==> src/hdl/f2iq_pkg.sv <==
`timescale 1ns / 1ps
`default_nettype none

package f2iq_pkg;

    localparam int unsigned DIV_W      = 24;
    localparam int unsigned REM_W      = DIV_W + 1;
    localparam int unsigned QUO_W      = 55;
    localparam int unsigned DIV_STEPS  = 5;
    localparam int unsigned DIV_STAGES = QUO_W / DIV_STEPS;
    localparam int unsigned EXP_W      = 10;
    localparam int unsigned ADJ_W      = 33;

    // target type register codes
    localparam logic [2:0] TT_S8  = 3'd0;
    localparam logic [2:0] TT_U8  = 3'd1;
    localparam logic [2:0] TT_S16 = 3'd2;
    localparam logic [2:0] TT_U16 = 3'd3;
    localparam logic [2:0] TT_S32 = 3'd4;

    typedef enum logic [1:0] {
        KIND_FINITE = 2'd0,
        KIND_ZERO   = 2'd1,
        KIND_INF    = 2'd2,
        KIND_NAN    = 2'd3
    } f2iq_kind_t;

    typedef struct packed {
        f2iq_kind_t               kind;
        logic                     sign;
        logic signed [EXP_W-1:0]  exp;
        logic [2:0]               ttype;
        logic signed [ADJ_W-1:0]  adj;
        logic [DIV_W-1:0]         divisor;
    } f2iq_side_t;

endpackage

`default_nettype wire

==> src/hdl/f2iq_div_stage.sv <==
`timescale 1ns / 1ps
`default_nettype none

module f2iq_div_stage
    import f2iq_pkg::*;
(
    input  wire logic               aclk,
    input  wire logic               aresetn,
    input  wire logic               en,
    input  wire logic               in_valid,
    input  wire logic [REM_W-1:0]   in_rem,
    input  wire logic [QUO_W-1:0]   in_quo,
    input  wire f2iq_side_t         in_side,
    output logic                    out_valid,
    output logic [REM_W-1:0]        out_rem,
    output logic [QUO_W-1:0]        out_quo,
    output f2iq_side_t              out_side
);

    logic [REM_W-1:0] rem;
    logic [REM_W:0]   diff;
    logic [QUO_W-1:0] quo;

    // restoring division, one quotient bit per step
    always_comb begin
        rem = in_rem;
        quo = in_quo;
        for (int i = 0; i < DIV_STEPS; i++) begin
            diff = {1'b0, rem} - {2'b00, in_side.divisor};
            if (!diff[REM_W]) begin
                rem = diff[REM_W-1:0];
            end
            quo = {quo[QUO_W-2:0], ~diff[REM_W]};
            rem = {rem[REM_W-2:0], 1'b0};
        end
    end

    logic             valid_reg;
    logic [REM_W-1:0] rem_reg;
    logic [QUO_W-1:0] quo_reg;
    f2iq_side_t       side_reg;

    always_ff @(posedge aclk) begin
        if (!aresetn) begin
            valid_reg <= 1'b0;
        end else if (en) begin
            valid_reg <= in_valid;
        end
        if (en) begin
            rem_reg  <= rem;
            quo_reg  <= quo;
            side_reg <= in_side;
        end
    end

    assign out_valid = valid_reg;
    assign out_rem   = rem_reg;
    assign out_quo   = quo_reg;
    assign out_side  = side_reg;

endmodule

`default_nettype wire

==> config.mk <==
export PLATFORM = sky130hd
export DESIGN_NAME = f2iq_div_stage
export DESIGN_NICKNAME = d
export VERILOG_FILES = /design/src/hdl/f2iq_pkg.sv /design/src/hdl/f2iq_div_stage.sv
export SDC_FILE = /design/constraint.sdc
export NUM_CORES = 1
export LEC_CHECK = 0
export BUFFER_PORTS_ARGS = -buffer_cell sky130_fd_sc_hd__buf_2
export CORE_ASPECT_RATIO = 2
export CORE_MARGIN = 2
export CORE_UTILIZATION = 49
export DETAILED_ROUTE_END_ITERATION = 10
export HOLD_SLACK_MARGIN = 0.05
export PLACE_DENSITY = 0.76
export SKIP_LAST_GASP = 1
export SYNTH_ARGS = -nofsm -noshare
export SYNTH_HDL_FRONTEND = slang
export SYNTH_SLANG_ARGS = --single-unit
==> constraint.sdc <==
create_clock -name aclk -period 13.3 [get_ports aclk]
set_input_delay 1.33 -clock aclk [delete_from_list [all_inputs] [get_ports aclk]]
set_output_delay 1.33 -clock aclk [all_outputs]
set_load 0.02 [all_outputs]
==> results of run 1 <==
-- registers in the layout, summed over array words and instances, names as in the netlist --
| signal | flops |
|---|---|
| out_rem | 24 |
| out_quo | 55 |
| out_side | 73 |
| out_valid | 1 |
-- cell type report --
type | count | area (sq um)
repair inverters | 1 | 6.26
fillers | 1469 | 5270
inverters | 49 | 203
well taps | 283 | 354
repair buffers | 706 | 4720
flip-flops and latches | 153 | 4580
multi-input cells | 851 | 7290
clock buffers | 17 | 425
clock inverters | 15 | 166
-- routing by layer --
layer,GRT usage,part of all wire,routed length (microns),up-vias
met5,0,0,0,-
met4,0.110,0.041,1580,0
met3,0.0534,0.053,2030,87
met2,0.523,0.52,19700,447
met1,0.331,0.39,14900,5494
li1,-,-,-,5479
-- layout by cell type (no fill, tap or decap), types with 5 or more instances in the layout --
| master | n |
|---|---|
| nor2b_1 | 13 |
| nor2_1 | 89 |
| ha_4 | 22 |
| mux2_2 | 53 |
| xor2_1 | 22 |
| clkbuf_16 | 19 |
| xnor2_1 | 67 |
| edfxtp_1 | 152 |
| o21ai_2 | 7 |
| buf_6 | 9 |
| a31oi_1 | 8 |
| nand2_1 | 58 |
| nand3_1 | 11 |
| ha_1 | 91 |
| nand4_1 | 6 |
| buf_4 | 385 |
| o21ai_1 | 6 |
| nand2b_1 | 12 |
| buf_2 | 302 |
| inv_8 | 7 |
| mux2_4 | 27 |
| a21oi_1 | 62 |
| o21bai_1 | 8 |
| buf_12 | 5 |
| o21a_1 | 30 |
| o211ai_1 | 9 |
| and3_1 | 9 |
| o21ai_0 | 38 |
| a21oi_2 | 25 |
| nor3_1 | 14 |
| inv_1 | 43 |
| a21o_1 | 31 |
| a211o_1 | 10 |
-- kinds of logic (layout without fill, tap and decap cells) --
group | after synthesis | in the layout
xor+xnor | 90 | 90
fa+ha+maj | 118 | 118
flops | 153 | 153
other cells | 1 | 1
simple gates | 252 | 252
buf+inv | 66 | 788
compound gates | 305 | 305
mux | 85 | 85
-- metrics by stage --
step	hold slack (ps)	setup TNS, ps
final	601	-18.1
after global routing	641	-10500
after CTS	613	0
after detailed placement	590	-29200
after global placement	521	-20450
after floorplan	589	0
-- path summary, 6_finish.rpt --
kind                                              from                      to  depth (start not counted)
worst min register to register  out_valid$_SDFFE_PN0P_  out_valid$_SDFFE_PN0P_                          2
worst min-delay path            out_valid$_SDFFE_PN0P_  out_valid$_SDFFE_PN0P_                          2
worst max-delay path                       in_side[18]   out_rem[21]$_DFFE_PP_                         57
worst max register to register  out_valid$_SDFFE_PN0P_  out_valid$_SDFFE_PN0P_                          2
-- timing repair --
item	CTS	global route
setup buffers	21	25
cloned	2	3
pin swaps	44	48
gates resized for setup	61	76
endpoints found under the hold margin	0	0
hold buffers	0	0
setup endpoints to repair	25	25
-- worst reg2reg max path: stages, from the launching register on --
cell     delay, ps
dfxtp_1        320
mux2i_1        170
nor2b_1         80
==> metrics.log, run 1 <==
[metrics] sum of buffers and inverters on the critical path: 6
[metrics] most frequent cell after synthesis: edfxtp_1
[metrics] number of warnings printed during yosys synthesis: 0
[metrics] via count of the first global-routing pass: 11,475
[metrics] Setup WS post-layout: -18.1 ps
[metrics] Yosys top cell by area: edfxtp_1
[metrics] Slew @ Worst Pin: between 900 and 1000 ps
[metrics] global-route wire length before repair: around 56 mm
[metrics] Register-to-Register Setup Slack: roughly 13,000 ps
[metrics] area share of fa/ha/maj cells after synthesis: 0.131
[metrics] Seq/Total Area, Yosys: 0.402
[metrics] simple-gate area share of the yosys netlist: 0.103
[metrics] cell at the root of the clock tree: clkbuf_16
[metrics] P&R area growth vs syn: 55.8%
[metrics] post-synthesis instance area: around 11,000 sq um
[metrics] element type at the critical path end: register
[metrics] clock buffer count from CTS: 17
[metrics] Initial Utilization: 0.495
[metrics] average routed wire per standard cell: 18.5 microns
[metrics] clock slew seen by the registers of the worst setup and hold paths: 60 ps
[metrics] most used flip-flop cell after synthesis: edfxtp_1
[metrics] die boundary height: 220 microns
[metrics] Post-Synthesis Cells: 1,070
[metrics] tightest slew margin relative to the limit: 0.368
[metrics] placed insts: 1,994
[metrics] remaining routing DRC violations: 0
[metrics] post-route cell area: 17,800 sq um
[metrics] unrepaired setup endpoints after global routing: yes
[metrics] critical-path maximum fanout: 8
[metrics] placeable core region: 23,000 sq um
[metrics] count of non-filler cells in the finished layout: 2,075
[metrics] ratio of routed vias to standard cells: 5.55
[metrics] result of the run: finished, violations left
[metrics] Worst Setup Start Kind: input pin
[metrics] horizontal die dimension: 112 microns
[metrics] std cell rows: 79
[metrics] initial antenna violation count: 0
[metrics] Port-buffer cells: 304
[metrics] crit path max-delay cell type: or4_4
[metrics] part of the cycle the worst path needs: 1.00
[metrics] global-route total usage across every layer: 0.287
[metrics] Finished Core Util: 0.771
[metrics] Data required, critical path: ~13,000 ps
[metrics] data arrival time of the worst path: 13,500 ps
[metrics] post-place setup slack: -1210 ps
[metrics] dominant delay contributor by cell family on the critical path: compound AO/OA/AOI/OAI gates
[metrics] fraction of post-synthesis cell area in the top cell type by area: 0.400
[metrics] kind of critical path: input pin to register
[metrics] commonest cells in the synthesized netlist: edfxtp_1, ha_1, nor2_1
[metrics] post-DP HPWL: 28.1 mm
[metrics] antenna cells: 0
[metrics] Final Wtd Congestion: 0.895
[metrics] area enclosed by the die boundary: 24,600 sq um
[metrics] number of nets at the end of the flow: 2,054
[metrics] number of setup violations in the final report: 1
[metrics] # Max-Cap Violations: 0
[metrics] ys async rst share: 0
[metrics] number of nets still failing antenna checks after routing: 0
[metrics] Slew Viols, Final: 0
[metrics] starting DRC count in detailed routing: ~710
[metrics] maximum frequency from static timing analysis: 75.1 MHz
[metrics] mux cell area share after synthesis: 0.0900
[metrics] clock tree from TritonCTS: done
[metrics] number of flops mapped to enable cells by yosys: 152
[metrics] Crit path largest cell delay: 470 ps
[metrics] post-layout min period: 13,320 ps
[metrics] Avg Cell Area, Syn: 10.7 sq um
[metrics] register bit count reported by yosys: 153
[metrics] top-level port count: 311
[metrics] post-synthesis compound-gate area fraction: 0.179
[metrics] final global-route overflow total: 0
[metrics] hold crit path type: register to register
[metrics] top area cells in the synthesized netlist: edfxtp_1, ha_1, mux2_2
[metrics] post-place instance area: 16,000 sq um
[metrics] ratio of cells with drive above 1 in the final layout: 0.527
[metrics] worst setup skew after layout: 0 ps
[metrics] clock network latency to the later pin of the worst-skew pair: 430 ps
[metrics] Via Count: roughly 12,000
[metrics] synthesized net count: 1,345
[metrics] largest net degree at the start of global routing: between 70 and 80
[metrics] maximum number of buffers from clock root to sink: 2
[metrics] hold violation count in the final report: 0
[metrics] total iterations of the first detailed-routing run: 5
[metrics] number of unique standard cell types used by synthesis: 76
[metrics] largest family of logic cells by synthesized area: compound AO/OA/AOI/OAI gates
[metrics] H-tree lvl count: 4
[metrics] number of sinks on the clock net: 153
[metrics] drt total wl: 38.3 mm
[metrics] violations in the final reports: negative setup slack
[metrics] parity-gate share of the synthesized area counting xor and xnor cells: 0.0691
Power of run 1 is not shown: default switching activity piles up to over one toggle a cycle in this logic, so the estimate is an artifact.
==> run 2, diff against run 1 <==
--- a/config.mk
+++ b/config.mk
@@ -10,8 +10,9 @@
 export CORE_MARGIN = 2
 export CORE_UTILIZATION = 49
 export DETAILED_ROUTE_END_ITERATION = 10
+export GPL_TIMING_DRIVEN = 0
 export HOLD_SLACK_MARGIN = 0.05
-export PLACE_DENSITY = 0.76
+export PLACE_DENSITY = 0.83
 export SKIP_LAST_GASP = 1
 export SYNTH_ARGS = -nofsm -noshare
 export SYNTH_HDL_FRONTEND = slang
==> metrics.log, run 2 (same netlist as run 1, synthesis figures left out) <==
[metrics] unrepaired setup endpoints after global routing: yes (unchanged)
[metrics] P&R area growth vs syn: 39.7% (was 55.8%)
[metrics] global-route total usage across every layer: 0.269 (was 0.287)
[metrics] Worst Setup Start Kind: input pin (unchanged)
[metrics] Slew Viols, Final: 0 (unchanged)
[metrics] clock tree from TritonCTS: done (unchanged)
[metrics] Port-buffer cells: 304 (unchanged)
[metrics] violations in the final reports: negative setup slack (unchanged)
[metrics] Via Count: 10,522 (was 11,507)
[metrics] horizontal die dimension: 112 microns (unchanged)
[metrics] critical-path maximum fanout: 10 (was 8)
[metrics] total iterations of the first detailed-routing run: 6 (was 5)
[metrics] Slew @ Worst Pin: 561 ps (was 949 ps)
[metrics] crit path max-delay cell type: o41a_1 (was or4_4)
[metrics] top-level port count: 311 (unchanged)
[metrics] placeable core region: 23,000 sq um (unchanged)
[metrics] ratio of routed vias to standard cells: 5.90 (was 5.55)
[metrics] hold depth: 2 (unchanged)
[metrics] clock network latency to the later pin of the worst-skew pair: 430 ps (about the same)
[metrics] tightest slew margin relative to the limit: 0.624 (was 0.368)
[metrics] number of sinks on the clock net: 153 (unchanged)
[metrics] H-tree lvl count: 4 (unchanged)
[metrics] Initial Utilization: 0.495 (unchanged)
[metrics] Data required, critical path: 13,470 ps (was 13,490 ps)
[metrics] post-DP HPWL: 25.5 mm (was 28.1 mm)
[metrics] data arrival time of the worst path: 13,750 ps (was 13,500 ps)
[metrics] worst reg-to-reg path cell count: 2 (unchanged)
[metrics] via count of the first global-routing pass: 10,300 (was 11,475)
[metrics] worst hold margin: 528 ps (was 601 ps)
[metrics] clock slew seen by the registers of the worst setup and hold paths: 70 ps (was 60 ps)
[metrics] starting DRC count in detailed routing: 650 (was 713)
[metrics] commonest cells after routing, fill and taps aside: buf_2, edfxtp_1, nor2_1 (was buf_4, buf_2, edfxtp_1)
[metrics] element type at the critical path end: register (unchanged)
[metrics] initial antenna violation count: 1 (was 0)
[metrics] std cell rows: 79 (unchanged)
[metrics] post-place setup slack: -2510 ps (was -1210 ps)
[metrics] maximum number of buffers from clock root to sink: 2 (unchanged)
[metrics] cell at the root of the clock tree: clkbuf_16 (unchanged)
[metrics] remaining routing DRC violations: 0 (unchanged)
[metrics] maximum frequency from static timing analysis: 73.7 MHz (was 75.1 MHz)
[metrics] hold violation count in the final report: 0 (unchanged)
[metrics] antenna cells: 0 (unchanged)
[metrics] largest net degree at the start of global routing: 115 (was 78)
[metrics] die boundary height: 220 microns (unchanged)
[metrics] # Max-Cap Violations: 0 (unchanged)
[metrics] average routed wire per standard cell: 20.0 microns (was 18.5 microns)
[metrics] global-route wire length before repair: 52.1 mm (was 56.2 mm)
[metrics] number of setup violations in the final report: 23 (was 1)
[metrics] post-layout min period: 13,570 ps (was 13,320 ps)
[metrics] final global-route overflow total: 0 (unchanged)
[metrics] Setup WS post-layout: -274 ps (was -18.1 ps)
[metrics] area enclosed by the die boundary: 24,600 sq um (unchanged)
[metrics] number of nets still failing antenna checks after routing: 0 (unchanged)
[metrics] most common cell after layout, fill and taps aside: buf_2 (was buf_4)
[metrics] number of flip-flops in the largest register: 73 (unchanged)
[metrics] cell repeated most along the worst path: a21oi_2
[metrics] clock buffer count from CTS: 17 (unchanged)
[metrics] drt total wl: 35.7 mm (was 38.3 mm)
[metrics] result of the run: finished, violations left (unchanged)
[metrics] worst setup skew after layout: 0 ps (unchanged)
[metrics] hold crit path type: register to register (unchanged)
[metrics] Finished Core Util: 0.691 (was 0.771)
[metrics] part of the cycle the worst path needs: 1.02 (was 1.00)
[metrics] ratio of cells with drive above 1 in the final layout: 0.453 (was 0.527)
[metrics] kind of critical path: input pin to register (unchanged)
[metrics] number of nets at the end of the flow: 1,761 (was 2,054)
[metrics] Final Wtd Congestion: 0.856 (was 0.895)
[metrics] Crit path largest cell delay: 410 ps (was 470 ps)
==> run 2: through the flow <==
stage / instances / cell area [sq um] / TNS, ps
after CTS: 1760 / 15400 / 0
after detailed placement: 1658 / 13500 / -60770
after floorplan: 1070 / 11600 / 0
after global routing: 1782 / 15900 / -12390
after global placement: 1657 / 13500 / -50510
final: 1782 / 15900 / -5670
==> run 2: worst paths after layout <==
path / start / to / slack, ps
min reg2reg: out_valid$_SDFFE_PN0P_ / out_valid$_SDFFE_PN0P_ / 530
min: out_valid$_SDFFE_PN0P_ / out_valid$_SDFFE_PN0P_ / 530
max: in_side[18] / out_rem[10]$_DFFE_PP_ / -270
max reg2reg: out_valid$_SDFFE_PN0P_ / out_valid$_SDFFE_PN0P_ / 12710
==> run 2: critical path: cells and delay by family <==
kind,cells,cell delay [ps]
multiplexers,6,1720
adder cells (fa/ha/maj),5,1270
AND/OR/NAND/NOR,7,1590
buffers and inverters,11,1460
AO/OA/AOI/OAI,31,6330
==> run 2: repair_timing <==
item,CTS,global route
endpoints found under the setup margin,25,25
hold buffers,0,0
pin swaps,52,45
cloned,2,1
resized for setup,126,72
setup buffers,69,22
==> run 2: layout make-up <==
class	count	area, sq um
plain buffers	15	206
repair buffers	399	2390
clock inverters	14	175
clock buffers	18	429
flip-flops and latches	153	4580
inverters	49	246
multi-input cells	851	7540
well taps	283	354
fillers	1638	7110
==> run 2: per-layer routing <==
layer | track usage | wire length, microns | vias up
li1 | - | - | 4887
met1 | 0.307 | 13400 | 5018
met3 | 0.0503 | 2200 | 114
met4 | 0.145 | 1930 | 0
met5 | 0 | 0 | -
met2 | 0.472 | 18200 | 503
Power of run 2 is left out for the same reason.
