`config.mk`:
```
export PLATFORM = sky130hd
export DESIGN_NAME = f2iq_unpack
export DESIGN_NICKNAME = d
export VERILOG_FILES = /design/src/hdl/f2iq_pkg.sv /design/src/hdl/f2iq_unpack.sv
export SDC_FILE = /design/constraint.sdc
export NUM_CORES = 1
export LEC_CHECK = 0
export ABC_AREA = 1
export ABC_CLOCK_PERIOD_IN_PS = 5100
export BUFFER_PORTS_ARGS = -buffer_cell sky130_fd_sc_hd__buf_2
export CAP_MARGIN = 25
export CORE_ASPECT_RATIO = 1.1
export CORE_MARGIN = 10
export CORE_UTILIZATION = 50
export DETAILED_ROUTE_END_ITERATION = 16
export PLACE_DENSITY = 0.72
export SLEW_MARGIN = 5
export SYNTH_ARGS = -nofsm -noshare
export SYNTH_HDL_FRONTEND = slang
export SYNTH_SLANG_ARGS = --single-unit
```
`constraint.sdc`:
```
create_clock -name aclk -period 5.1 [get_ports aclk]
set_input_delay 0.255 -clock aclk [delete_from_list [all_inputs] [get_ports aclk]]
set_output_delay 0.255 -clock aclk [all_outputs]
set_load 0.02 [all_outputs]
```
`src/hdl/f2iq_pkg.sv`:
```
`timescale 1ns / 1ps
`default_nettype none

package f2iq_pkg;

    localparam int unsigned DIV_W      = 24;
    localparam int unsigned REM_W      = DIV_W + 1;
    localparam int unsigned QUO_W      = 55;
    localparam int unsigned DIV_STEPS  = 5;
    localparam int unsigned DIV_STAGES = QUO_W / DIV_STEPS;
    localparam int unsigned EXP_W      = 10;
    localparam int unsigned ADJ_W      = 33;

    // target type register codes
    localparam logic [2:0] TT_S8  = 3'd0;
    localparam logic [2:0] TT_U8  = 3'd1;
    localparam logic [2:0] TT_S16 = 3'd2;
    localparam logic [2:0] TT_U16 = 3'd3;
    localparam logic [2:0] TT_S32 = 3'd4;

    typedef enum logic [1:0] {
        KIND_FINITE = 2'd0,
        KIND_ZERO   = 2'd1,
        KIND_INF    = 2'd2,
        KIND_NAN    = 2'd3
    } f2iq_kind_t;

    typedef struct packed {
        f2iq_kind_t               kind;
        logic                     sign;
        logic signed [EXP_W-1:0]  exp;
        logic [2:0]               ttype;
        logic signed [ADJ_W-1:0]  adj;
        logic [DIV_W-1:0]         divisor;
    } f2iq_side_t;

endpackage

`default_nettype wire

```
`src/hdl/f2iq_unpack.sv`:
```
`timescale 1ns / 1ps
`default_nettype none

module f2iq_unpack
    import f2iq_pkg::*;
(
    input  wire logic               aclk,
    input  wire logic               aresetn,
    input  wire logic               en,
    input  wire logic               in_valid,
    input  wire logic [31:0]        sample_bits,
    input  wire logic [31:0]        scale_bits,
    input  wire logic [31:0]        channel_offset,
    input  wire logic [2:0]         ttype,
    output logic                    out_valid,
    output logic [REM_W-1:0]        out_rem,
    output f2iq_side_t              out_side
);

    function automatic logic [4:0] lead_zeros(input logic [23:0] m);
        logic [4:0] n;
        n = 5'd0;
        for (int i = 0; i < 24; i++) begin
            if (m[i]) n = 5'(23 - i);
        end
        return n;
    endfunction

    logic [23:0]             mant_x, mant_k, nm_x, nm_k;
    logic [4:0]              lz_x, lz_k;
    logic signed [EXP_W-1:0] ex, ek;
    logic                    zx, zk, ix, ik, nx, nk;
    f2iq_kind_t              kind;
    logic [31:0]             zp;
    logic signed [ADJ_W-1:0] adj;

    always_comb begin
        mant_x = {|sample_bits[30:23], sample_bits[22:0]};
        mant_k = {|scale_bits[30:23], scale_bits[22:0]};
        lz_x   = lead_zeros(mant_x);
        lz_k   = lead_zeros(mant_k);
        nm_x   = mant_x << lz_x;
        nm_k   = mant_k << lz_k;
        ex = $signed({2'b00, (sample_bits[30:23] == 8'd0) ? 8'd1 : sample_bits[30:23]})
             - 10'sd127 - $signed({5'b00000, lz_x});
        ek = $signed({2'b00, (scale_bits[30:23] == 8'd0) ? 8'd1 : scale_bits[30:23]})
             - 10'sd127 - $signed({5'b00000, lz_k});
        zx = (sample_bits[30:0] == 31'd0);
        zk = (scale_bits[30:0] == 31'd0);
        ix = (sample_bits[30:23] == 8'hff) && (sample_bits[22:0] == 23'd0);
        ik = (scale_bits[30:23] == 8'hff) && (scale_bits[22:0] == 23'd0);
        nx = (sample_bits[30:23] == 8'hff) && (sample_bits[22:0] != 23'd0);
        nk = (scale_bits[30:23] == 8'hff) && (scale_bits[22:0] != 23'd0);
        priority if (nx || nk || (ix && ik) || (zx && zk)) begin
            kind = KIND_NAN;
        end else if (ix || zk) begin
            kind = KIND_INF;
        end else if (zx || ik) begin
            kind = KIND_ZERO;
        end else begin
            kind = KIND_FINITE;
        end
        zp = 32'd0 - channel_offset;
        unique case (ttype)
            TT_S8:   adj = $signed({{25{zp[7]}}, zp[7:0]});
            TT_U8:   adj = $signed({25'd0, zp[7:0]});
            TT_S16:  adj = $signed({{17{zp[15]}}, zp[15:0]});
            TT_U16:  adj = $signed({17'd0, zp[15:0]});
            TT_S32:  adj = $signed(33'd0 - {channel_offset[31], channel_offset});
            default: adj = '0;
        endcase
    end

    logic                    v1_reg;
    logic [23:0]             mx1_reg, mk1_reg;
    logic signed [EXP_W-1:0] ex1_reg, ek1_reg;
    f2iq_kind_t              kind1_reg;
    logic                    sign1_reg;
    logic [2:0]              ttype1_reg;
    logic signed [ADJ_W-1:0] adj1_reg;

    always_ff @(posedge aclk) begin
        if (!aresetn) begin
            v1_reg <= 1'b0;
        end else if (en) begin
            v1_reg <= in_valid;
        end
        if (en) begin
            mx1_reg    <= nm_x;
            mk1_reg    <= nm_k;
            ex1_reg    <= ex;
            ek1_reg    <= ek;
            kind1_reg  <= kind;
            sign1_reg  <= sample_bits[31] ^ scale_bits[31];
            ttype1_reg <= ttype;
            adj1_reg   <= adj;
        end
    end

    // align dividend so the first quotient bit is one
    logic       ge;
    f2iq_side_t side_next;
    logic [REM_W-1:0] rem_next;

    always_comb begin
        ge                = (mx1_reg >= mk1_reg);
        rem_next          = ge ? {1'b0, mx1_reg} : {mx1_reg, 1'b0};
        side_next.kind    = kind1_reg;
        side_next.sign    = sign1_reg;
        side_next.exp     = ex1_reg - ek1_reg - (ge ? 10'sd0 : 10'sd1);
        side_next.ttype   = ttype1_reg;
        side_next.adj     = adj1_reg;
        side_next.divisor = mk1_reg;
    end

    logic             v2_reg;
    logic [REM_W-1:0] rem2_reg;
    f2iq_side_t       side2_reg;

    always_ff @(posedge aclk) begin
        if (!aresetn) begin
            v2_reg <= 1'b0;
        end else if (en) begin
            v2_reg <= v1_reg;
        end
        if (en) begin
            rem2_reg  <= rem_next;
            side2_reg <= side_next;
        end
    end

    assign out_valid = v2_reg;
    assign out_rem   = rem2_reg;
    assign out_side  = side2_reg;

endmodule

`default_nettype wire

```
==> run metrics, run 1 <==
status complete, no violations; Core Footprint 24500 sq um; Hold Crit Depth 2; Boundary Pins 202; Crit path arrival time 4.86 ns; final hold viol count 0; Slew headroom 0.341; vias in the first global route 10.0k; Leak between 6 and 7 nW; worst min-delay path category in -> reg; largest family of logic cells by synthesized area simple AND/OR/NAND/NOR gates; placed cell count about 2k; CP max FO 2; footprint of the multi-input gates between 5000 and 6000 sq um; reg2reg start mx1_reg[0]; Worst-Skew Late Latency ~0.5 ns; Non-Filler Instances 1997; number of synthesized register bits between 200 and 250; RSZ-0062 raised after global routing false; fin worst setup slack ~0.48 ns; CTS clk-pin slew, worst paths roughly 0.06 ns; row count 60; WL/cell about 16 microns; net count after synthesis between 1.5k and 2k; Worst R2R Setup Slack around 0.48 ns; syn_area_per_cell approximately 8.5 sq um; CTS H-tree depth 1; initial core utilization 0.507; drt first pass iters 6; Final Cell Area between 10000 and 15000 sq um; total track usage 0.200; CTS Sinks a little over 200; Layout Utilization 0.593; via count approximately 11k; Largest register FFs 73; sequential area share after synthesis 0.500; fin crit share 0.906; antenna-violating nets left 0; antenna violations before repair 0; WP buf/inv 3; Synth Area in XOR/XNOR 0.0191; measured slew at the worst slew-check pin a little under 1 ns; fin nets between 1.5k and 2k; Synth Instances between 1k and 1.5k; routability cong. roughly 0.94; Pwr per Cell Area about 300 nW/um^2; Root Buffer clkbuf_16; Vias/cell approximately 5.3; Num CTS Buffers 20; WP data required approximately 5.3 ns; Hold EP sign1_reg; die area 31500 sq um; Critical-path top delay cell fa_1; multiplexer area fraction after synthesis 0; Die Wd around 170 microns; Crit path largest cell delay roughly 0.5 ns; CP startpoint kind flip-flop; total wire length ~32000 microns; Layout Skew ~0.0085 ns; Final min period 4.62 ns; CTS max path bufs 3; top_reg_cell synth edfxtp_1; post-synth cell types 46; ant diodes 0; synth top area cells edfxtp_1 (50%), nand2_1 (9.4%), nand3_1 (9.2%), inv_1 (6.7%), ha_1 (5.1%); Post-Synth Adder-Cell Area 0.0579; HPWL after DPL ~26000 microns; Die Ht roughly 190 microns; Setup Viol. Count Final 0; fillcell total around 2.2k; top cells by count, synth nand2_1 (310), nand3_1 (227), inv_1 (220); compound-cell area share of the yosys netlist 0.0590; register area approximately 6200 sq um; R2R cell count 27; Synth warnings 0; Crit Reg-Reg Endpoint out_side[68]; kind of critical path reg -> reg; Setup WS pre-CTS ~0.48 ns; most frequent CP cell a21oi_1; Port Buffer Count approximately 200; mapped cell area between 10000 and 15000 sq um; CTS tree done; Post-CTS Setup Inserts 0; max cap viols 0; Async SR Flop Fraction 0; Max Slew Vio Count 0; TNS Setup 0 ns; DRC Markers 0; Worst setup EP type flip-flop; CP top delay family compound AO/OA/AOI/OAI gates; Post-Synth Simple-Gate Area 0.282; Achievable Freq 0.216 GHz; placed inst area between 10000 and 15000 sq um; synthesis-to-layout area growth 16.9%; largest area contributor in the netlist edfxtp_1; Post-synth EDFFs a little over 200; drt initial violations 824; top-count cell post-synth nand2_1; global route overflow 0; global-route wire length before repair between 50000 and 60000 microns; Worst VDD drop roughly 0.21 mV; largest net degree at the start of global routing around 110; startpoint of the worst hold path sample_bits[31]; share of cells above drive strength 1 0.175; top-area cell type share of the netlist area 0.496
[logic make-up (layout without fill, tap and decap cells)]
family | after synthesis | in the layout
fa+ha+maj | 55 | 55
buf+inv | 272 | 496
simple gates | 771 | 771
flops | 207 | 207
compound gates | 131 | 131
xor+xnor | 27 | 27
[area by class of cell]
class | instances | area share
clock buffer | 26 | 0.0375
clock inverter | 9 | 0.00699
inverter | 238 | 0.0616
multi-input combinational | 984 | 0.358
sequential | 207 | 0.427
tap | 310 | 0.0267
timing repair buffer | 223 | 0.0824
[per-stage QoR]
step	total power [mW]	hold WS (ns)
2_1_floorplan	2.67	0.354
3_3_place_gp	2.97	0.401
3_5_place_dp	3.00	0.405
4_1_cts	4.45	0.0466
5_1_grt	4.63	0.0589
6_report	4.42	0.0629
[how the worst max path moves through the flow]
stage / startpoint / endpoint / depth (start not counted)
3_3_place_gp: mx1_reg[0] / out_side[69] / 29
5_1_grt: mx1_reg[0] / out_side[68] / 27
2_1_floorplan: mk1_reg[0] / out_side[68] / 27
4_1_cts: mx1_reg[0] / out_side[69] / 29
6_report: mx1_reg[0] / out_side[68] / 27
3_5_place_dp: mx1_reg[0] / out_side[69] / 29
[report_power, final]
group	switching (mW)	internal, mW	leakage [nW]
Combinational	0.535	0.282	4.40
Sequential	0.0579	2.09	2.02
Clock	0.603	0.857	0.317
Total	1.20	3.23	6.73
[worst reg2reg max path, delay by kind of cell (launching register included)]
family          cells  cell delay [ns]
compound gates     13             1.67
xor+xnor            1             0.08
fa+ha+maj           4             1.32
buf+inv             3             0.20
flops               1             0.38
simple gates        6             0.71
[placed cells by master, fill, tap and decap left out, drive strengths merged, types with 2 or more instances in the layout]
cell,instances
a311oi,2
and2,3
nor3,27
clkbuf,27
nand3b,6
nand2,319
inv,231
nor3b,2
xor2,20
clkinv,13
o211ai,2
buf,216
a211oi,2
a21oi,43
dfxtp,2
o21ai,62
nand3,229
o21bai,3
nand4,19
nor2,147
ha,51
dlygate4sd3,6
fa,4
nor4,13
or2,6
o31ai,8
bufinv,2
xnor2,7
a21o,3
edfxtp,205
[what timing repair did]
item,CTS,global route
endpoints found under the setup margin,0,1
hold endpoints to repair,5,0
resized for setup,0,1
hold buffers,6,0
[routing by layer]
metal,vias to the layer above,global-route usage,share of wire
li1,5338,-,-
met3,46,0.0319,0.070
met1,4879,0.259,0.43
met4,0,0.0604,0.025
met2,377,0.336,0.48
met5,-,0,0
No activity file was read; power rests on OpenSTA's default activity.
==> inputs of run 2 (changes only) <==
--- a/config.mk
+++ b/config.mk
@@ -9,11 +9,14 @@
 export ABC_CLOCK_PERIOD_IN_PS = 5100
 export BUFFER_PORTS_ARGS = -buffer_cell sky130_fd_sc_hd__buf_2
 export CAP_MARGIN = 25
+export CELL_PAD_IN_SITES_DETAIL_PLACEMENT = 1
+export CELL_PAD_IN_SITES_GLOBAL_PLACEMENT = 1
 export CORE_ASPECT_RATIO = 1.1
 export CORE_MARGIN = 10
-export CORE_UTILIZATION = 50
+export CORE_UTILIZATION = 43
 export DETAILED_ROUTE_END_ITERATION = 16
-export PLACE_DENSITY = 0.72
+export MAX_ROUTING_LAYER = met4
+export PLACE_DENSITY = 0.79
 export SLEW_MARGIN = 5
 export SYNTH_ARGS = -nofsm -noshare
 export SYNTH_HDL_FRONTEND = slang
==> run metrics, run 2 (same netlist as run 1, synthesis figures left out) <==
measured slew at the worst slew-check pin between 0.8 and 0.9 ns; Root Buffer clkbuf_16; fin worst setup slack roughly 0.35 ns; RSZ-0062 raised after global routing false; Worst-Skew Late Latency ~0.50 ns; status complete, no violations; M1 GR Usage 0.255; WL/cell 18.6 microns; drt first pass iters 5; initial core utilization 0.434; CTS Sinks 207; final hold viol count 0; placed inst area 13900 sq um; Worst setup EP type flip-flop; GRT met2 Usage 0.371; die area roughly 36000 sq um; hold_ws approximately 0.028 ns; Worst R2R Setup Slack approximately 0.35 ns; most frequent cells in the layout nand2_1 (310), nand3_1 (227), inv_1 (220); total track usage 0.212; synthesis-to-layout area growth 17.9%; Setup WS pre-CTS 0.232 ns; total wire length between 30000 and 40000 microns; Pwr per Cell Area around 310 nW/um^2; startpoint of the worst hold path aresetn; HPWL after DPL 30900 microns; Die Wd between 150 and 200 microns; R2R cell count 27; Die Ht between 150 and 200 microns; PnR Total Power 4.56 mW; Seq pwr share 0.474; commonest non-fill, non-tap cell in the layout nand2_1; Hold Crit Depth 3; Vias/cell 5.29; DRC Markers 0; Pint between 3 and 4 mW; largest net degree at the start of global routing between 70 and 80; kind of critical path reg -> reg; Core Footprint approximately 29000 sq um; reg2reg start mx1_reg[0]; fin nets roughly 1.8k; Final min period ~4.7 ns; Crit path arrival time 4.99 ns; Final Cell Area roughly 15000 sq um; vias in the first global route around 11k; via count between 10k and 15k; Layout Utilization 0.512; global-route wire length before repair slightly above 60000 microns; Max Slew Vio Count 0; Achievable Freq 0.211 GHz; sw frac 0.280; share of cells above drive strength 1 0.179; Leak approximately 6.8 nW; Boundary Pins between 200 and 250; GRT met3 Usage 0.0223; CTS clk-pin slew, worst paths around 0.060 ns; CTS H-tree depth 1; Hold EP out_valid; sw power about 1.3 mW; WP data required about 5.3 ns; GRT Max-Usage Layer met2; antenna violations before repair 2; CTS max path bufs 3; fin crit share 0.931; placed cell count approximately 2k; CTS tree done; row count 65; CP max FO 2; max cap viols 0; combinational share of power 0.187; global route overflow 0; Largest register FFs 73; Port Buffer Count approximately 200; Layout Skew ~0.014 ns; routability cong. 0.922; worst min-delay path category in -> reg; Worst VDD drop around 0.23 mV; TNS Setup 0 ns; Non-Filler Instances ~2.1k; drt initial violations ~660; Post-CTS Setup Inserts 0; antenna-violating nets left 0; CP startpoint kind flip-flop; Slew headroom 0.411; Num CTS Buffers 21; Crit Reg-Reg Endpoint out_side[68]; Setup Viol. Count Final 0; clock network power share 0.339
[run 2: changes by cell type in the layout (fill, tap and decap cells not counted), moves of 2 or more]
cell / change
dlygate4sd3_1: -2
diode_2: +2
clkbuf_1: -4
clkinv_2: +2
[run 2: how the worst max path moves through the flow]
| stage | startpoint | end | cells after the start |
|---|---|---|---|
| global placement | mx1_reg[0] | out_side[69] | 29 |
| floorplan | mk1_reg[0] | out_side[68] | 27 |
| CTS | mx1_reg[0] | out_side[68] | 27 |
| global route | mx1_reg[0] | out_side[68] | 27 |
| finish | mx1_reg[0] | out_side[68] | 27 |
| detailed placement | mx1_reg[0] | out_side[68] | 27 |
[run 2: power by group through the flow]
stage	Sequential, mW	Clock (mW)	Combinational, mW
2_1_floorplan	2.28	0	0.389
3_3_place_gp	2.18	0	0.802
3_5_place_dp	2.20	0	0.847
4_1_cts	2.16	1.57	0.859
5_1_grt	2.17	1.63	0.953
6_report	2.16	1.55	0.853
[run 2: area by class of cell]
type	count	area (sq um)
repair buffers	222	1180
flip-flops and latches	207	6200
clock buffers	22	529
inverters	238	893
diodes	2	5.00
well taps	368	460
clock inverters	13	153
fillers	3483	13900
multi-input cells	984	5200
[run 2: worst max-delay path, stage by stage (launching register included)]
cell and delay [ns]:
edfxtp_1 0.40, inv_1 0.09, ha_1 0.22, inv_1 0.06
nand2_1 0.05, a21oi_1 0.16, o21ai_1 0.11, nand3_1 0.08
a31oi_1 0.11, o21ai_1 0.15, a21oi_1 0.10, a211oi_2 0.19
o21bai_1 0.10, a21oi_2 0.18, o21ai_4 0.07, fa_1 0.51
inv_1 0.05, ha_1 0.16, or2_2 0.31, fa_1 0.40
o21ai_0 0.20, nand2_1 0.13, a21oi_1 0.15, o21bai_1 0.12
a21oi_1 0.15, nor2_1 0.06, nor2_1 0.11, xor2_1 0.07
[run 2: layer usage]
| layer | vias to the layer above | wire (microns) |
|---|---|---|
| li1 | 5314 | - |
| met1 | 5218 | 16200 |
| met2 | 294 | 19400 |
| met3 | 44 | 1730 |
| met4 | 0 | 911 |
| met5 | - | 0 |
[run 2: what timing repair did]
action,in CTS,in global routing
endpoints found under the hold margin,4,0
hold buffers,4,0
gates resized for setup,0,3
setup endpoints to repair,0,2
==> inputs of run 3 (changes only) <==
--- a/config.mk
+++ b/config.mk
@@ -17,6 +17,7 @@
 export DETAILED_ROUTE_END_ITERATION = 16
 export MAX_ROUTING_LAYER = met4
 export PLACE_DENSITY = 0.79
+export REMOVE_ABC_BUFFERS = 1
 export SLEW_MARGIN = 5
 export SYNTH_ARGS = -nofsm -noshare
 export SYNTH_HDL_FRONTEND = slang
==> run metrics, run 3 (same netlist as run 1, synthesis figures left out) <==
routability cong. between 0.9 and 1; Worst VDD drop 0.261 mV; CTS clk-pin slew, worst paths around 0.070 ns; max cap viols 0; commonest non-fill, non-tap cell in the layout nand2_1; Layout Skew 0.00802 ns; antenna violations before repair 0; CP max FO 2; CTS Sinks 207; Post-CTS Setup Inserts 0; synthesis-to-layout area growth 16.7%; final hold viol count 0; measured slew at the worst slew-check pin approximately 0.9 ns; via count 10.9k; largest net degree at the start of global routing between 100 and 150; Boundary Pins between 200 and 250; Achievable Freq 0.211 GHz; vias in the first global route 11.3k; kind of critical path reg -> reg; Core Footprint ~29000 sq um; row count 65; DRC Markers 0; Crit path largest cell delay around 0.52 ns; global-route wire length before repair 59900 microns; Worst-Skew Late Latency about 0.48 ns; most frequent cells in the layout nand2_1 (310), nand3_1 (227), inv_1 (220); fin crit share 0.930; global route overflow 0; fin nets 1831; antenna-violating nets left 0; Die Wd roughly 180 microns; Vias/cell roughly 5.3; hold_ws 0.0409 ns; Setup Viol. Count Final 0; initial core utilization 0.434; Slew headroom 0.405; share of cells above drive strength 1 0.173; status complete, no violations; drt first pass iters 7; Crit path arrival time between 4 and 5 ns; Worst setup EP type flip-flop; Port Buffer Count around 200; Pwr per Cell Area 297 nW/um^2; Setup WS pre-CTS approximately 0.37 ns; total wire length approximately 38000 microns; CP startpoint kind flip-flop; HPWL after DPL about 31000 microns; worst min-delay path category in -> reg; Final min period between 4 and 5 ns; WP data required 5.33 ns; total track usage 0.209; fillcell total roughly 3.5k; WL/cell between 15 and 20 microns; Num CTS Buffers 19; Critical-path top delay cell fa_1; Largest register FFs 73; most frequent CP cell a21oi_1; Leak approximately 6.7 nW; TNS Setup 0 ns; Max Slew Vio Count 0; Die Ht just under 200 microns; Root Buffer clkbuf_16; ant diodes 0; RSZ-0062 raised after global routing false; CTS tree done; drt initial violations a little under 700; CTS max path bufs 3; fin worst setup slack about 0.36 ns; die area about 36000 sq um; CTS H-tree depth 1
==> run 3: cell count changes in the layout (fill, tap and decap cells not counted), sizes merged <==
| cell | change |
|---|---|
| buf | +1 |
| bufinv | -2 |
| clkinv | -4 |
| diode | -2 |
==> run 3: worst max-delay path, delay by kind of cell, from the launching register on <==
kind | cells | cell delay, ns
AO/OA/AOI/OAI | 13 | 1.77
XOR/XNOR | 1 | 0.08
adder cells (fa/ha/maj) | 4 | 1.32
buffers and inverters | 3 | 0.20
flip-flops | 1 | 0.41
AND/OR/NAND/NOR | 6 | 0.71
==> run 3: per-layer routing <==
| metal | up-vias | GRT usage | part of all wire |
|---|---|---|---|
| met3 | 57 | 0.0186 | 0.038 |
| li1 | 5315 | - | - |
| met5 | - | - | 0 |
| met2 | 271 | 0.365 | 0.50 |
| met4 | 0 | 0.0579 | 0.023 |
| met1 | 5218 | 0.255 | 0.44 |
==> run 3: worst paths after layout <==
| kind | from | end | slack (ns) | cells past startpoint |
|---|---|---|---|---|
| worst max-delay path | mx1_reg[0] | out_side[68] | 0.36 | 27 |
| worst min-delay path | aresetn | out_valid | 0.04 | 3 |
| worst max register to register | mx1_reg[0] | out_side[68] | 0.36 | 27 |
| worst min register to register | adj1_reg[27] | out_side[51] | 0.42 | 0 |
==> run 3: what timing repair did <==
action                                 4_1_cts  5_1_grt
gates resized for setup                      0        0
endpoints found under the hold margin        4        0
hold buffers                                 4        0
==> run 3: where the power goes <==
group	total (mW)	leakage [nW]	internal (mW)	switching (mW)
clock network	1.31	0.267	0.728	0.578
registers	2.16	2.02	2.09	0.0705
logic	0.836	4.40	0.284	0.553
==> run 3: layout make-up <==
cell class | instances | area [sq um] | area share
Inverter | 238 | 893 | 0.0617
Clock inverter | 7 | 60.1 | 0.00415
Timing Repair Buffer | 223 | 1200 | 0.0829
Clock buffer | 22 | 487 | 0.0336
Multi-Input combinational cell | 984 | 5180 | 0.358
Sequential cell | 207 | 6200 | 0.428
Tap cell | 368 | 460 | 0.0318
==> run 3: per-stage QoR <==
step,util,cells,area [sq um],power (mW)
after floorplan,-,1429,12300,2.67
after global placement,0.486,2015,13900,2.98
after detailed placement,0.486,2015,13900,3.04
after CTS,0.507,2048,14500,4.35
after global routing,0.507,2049,14500,4.51
final,0.507,2049,14500,4.30
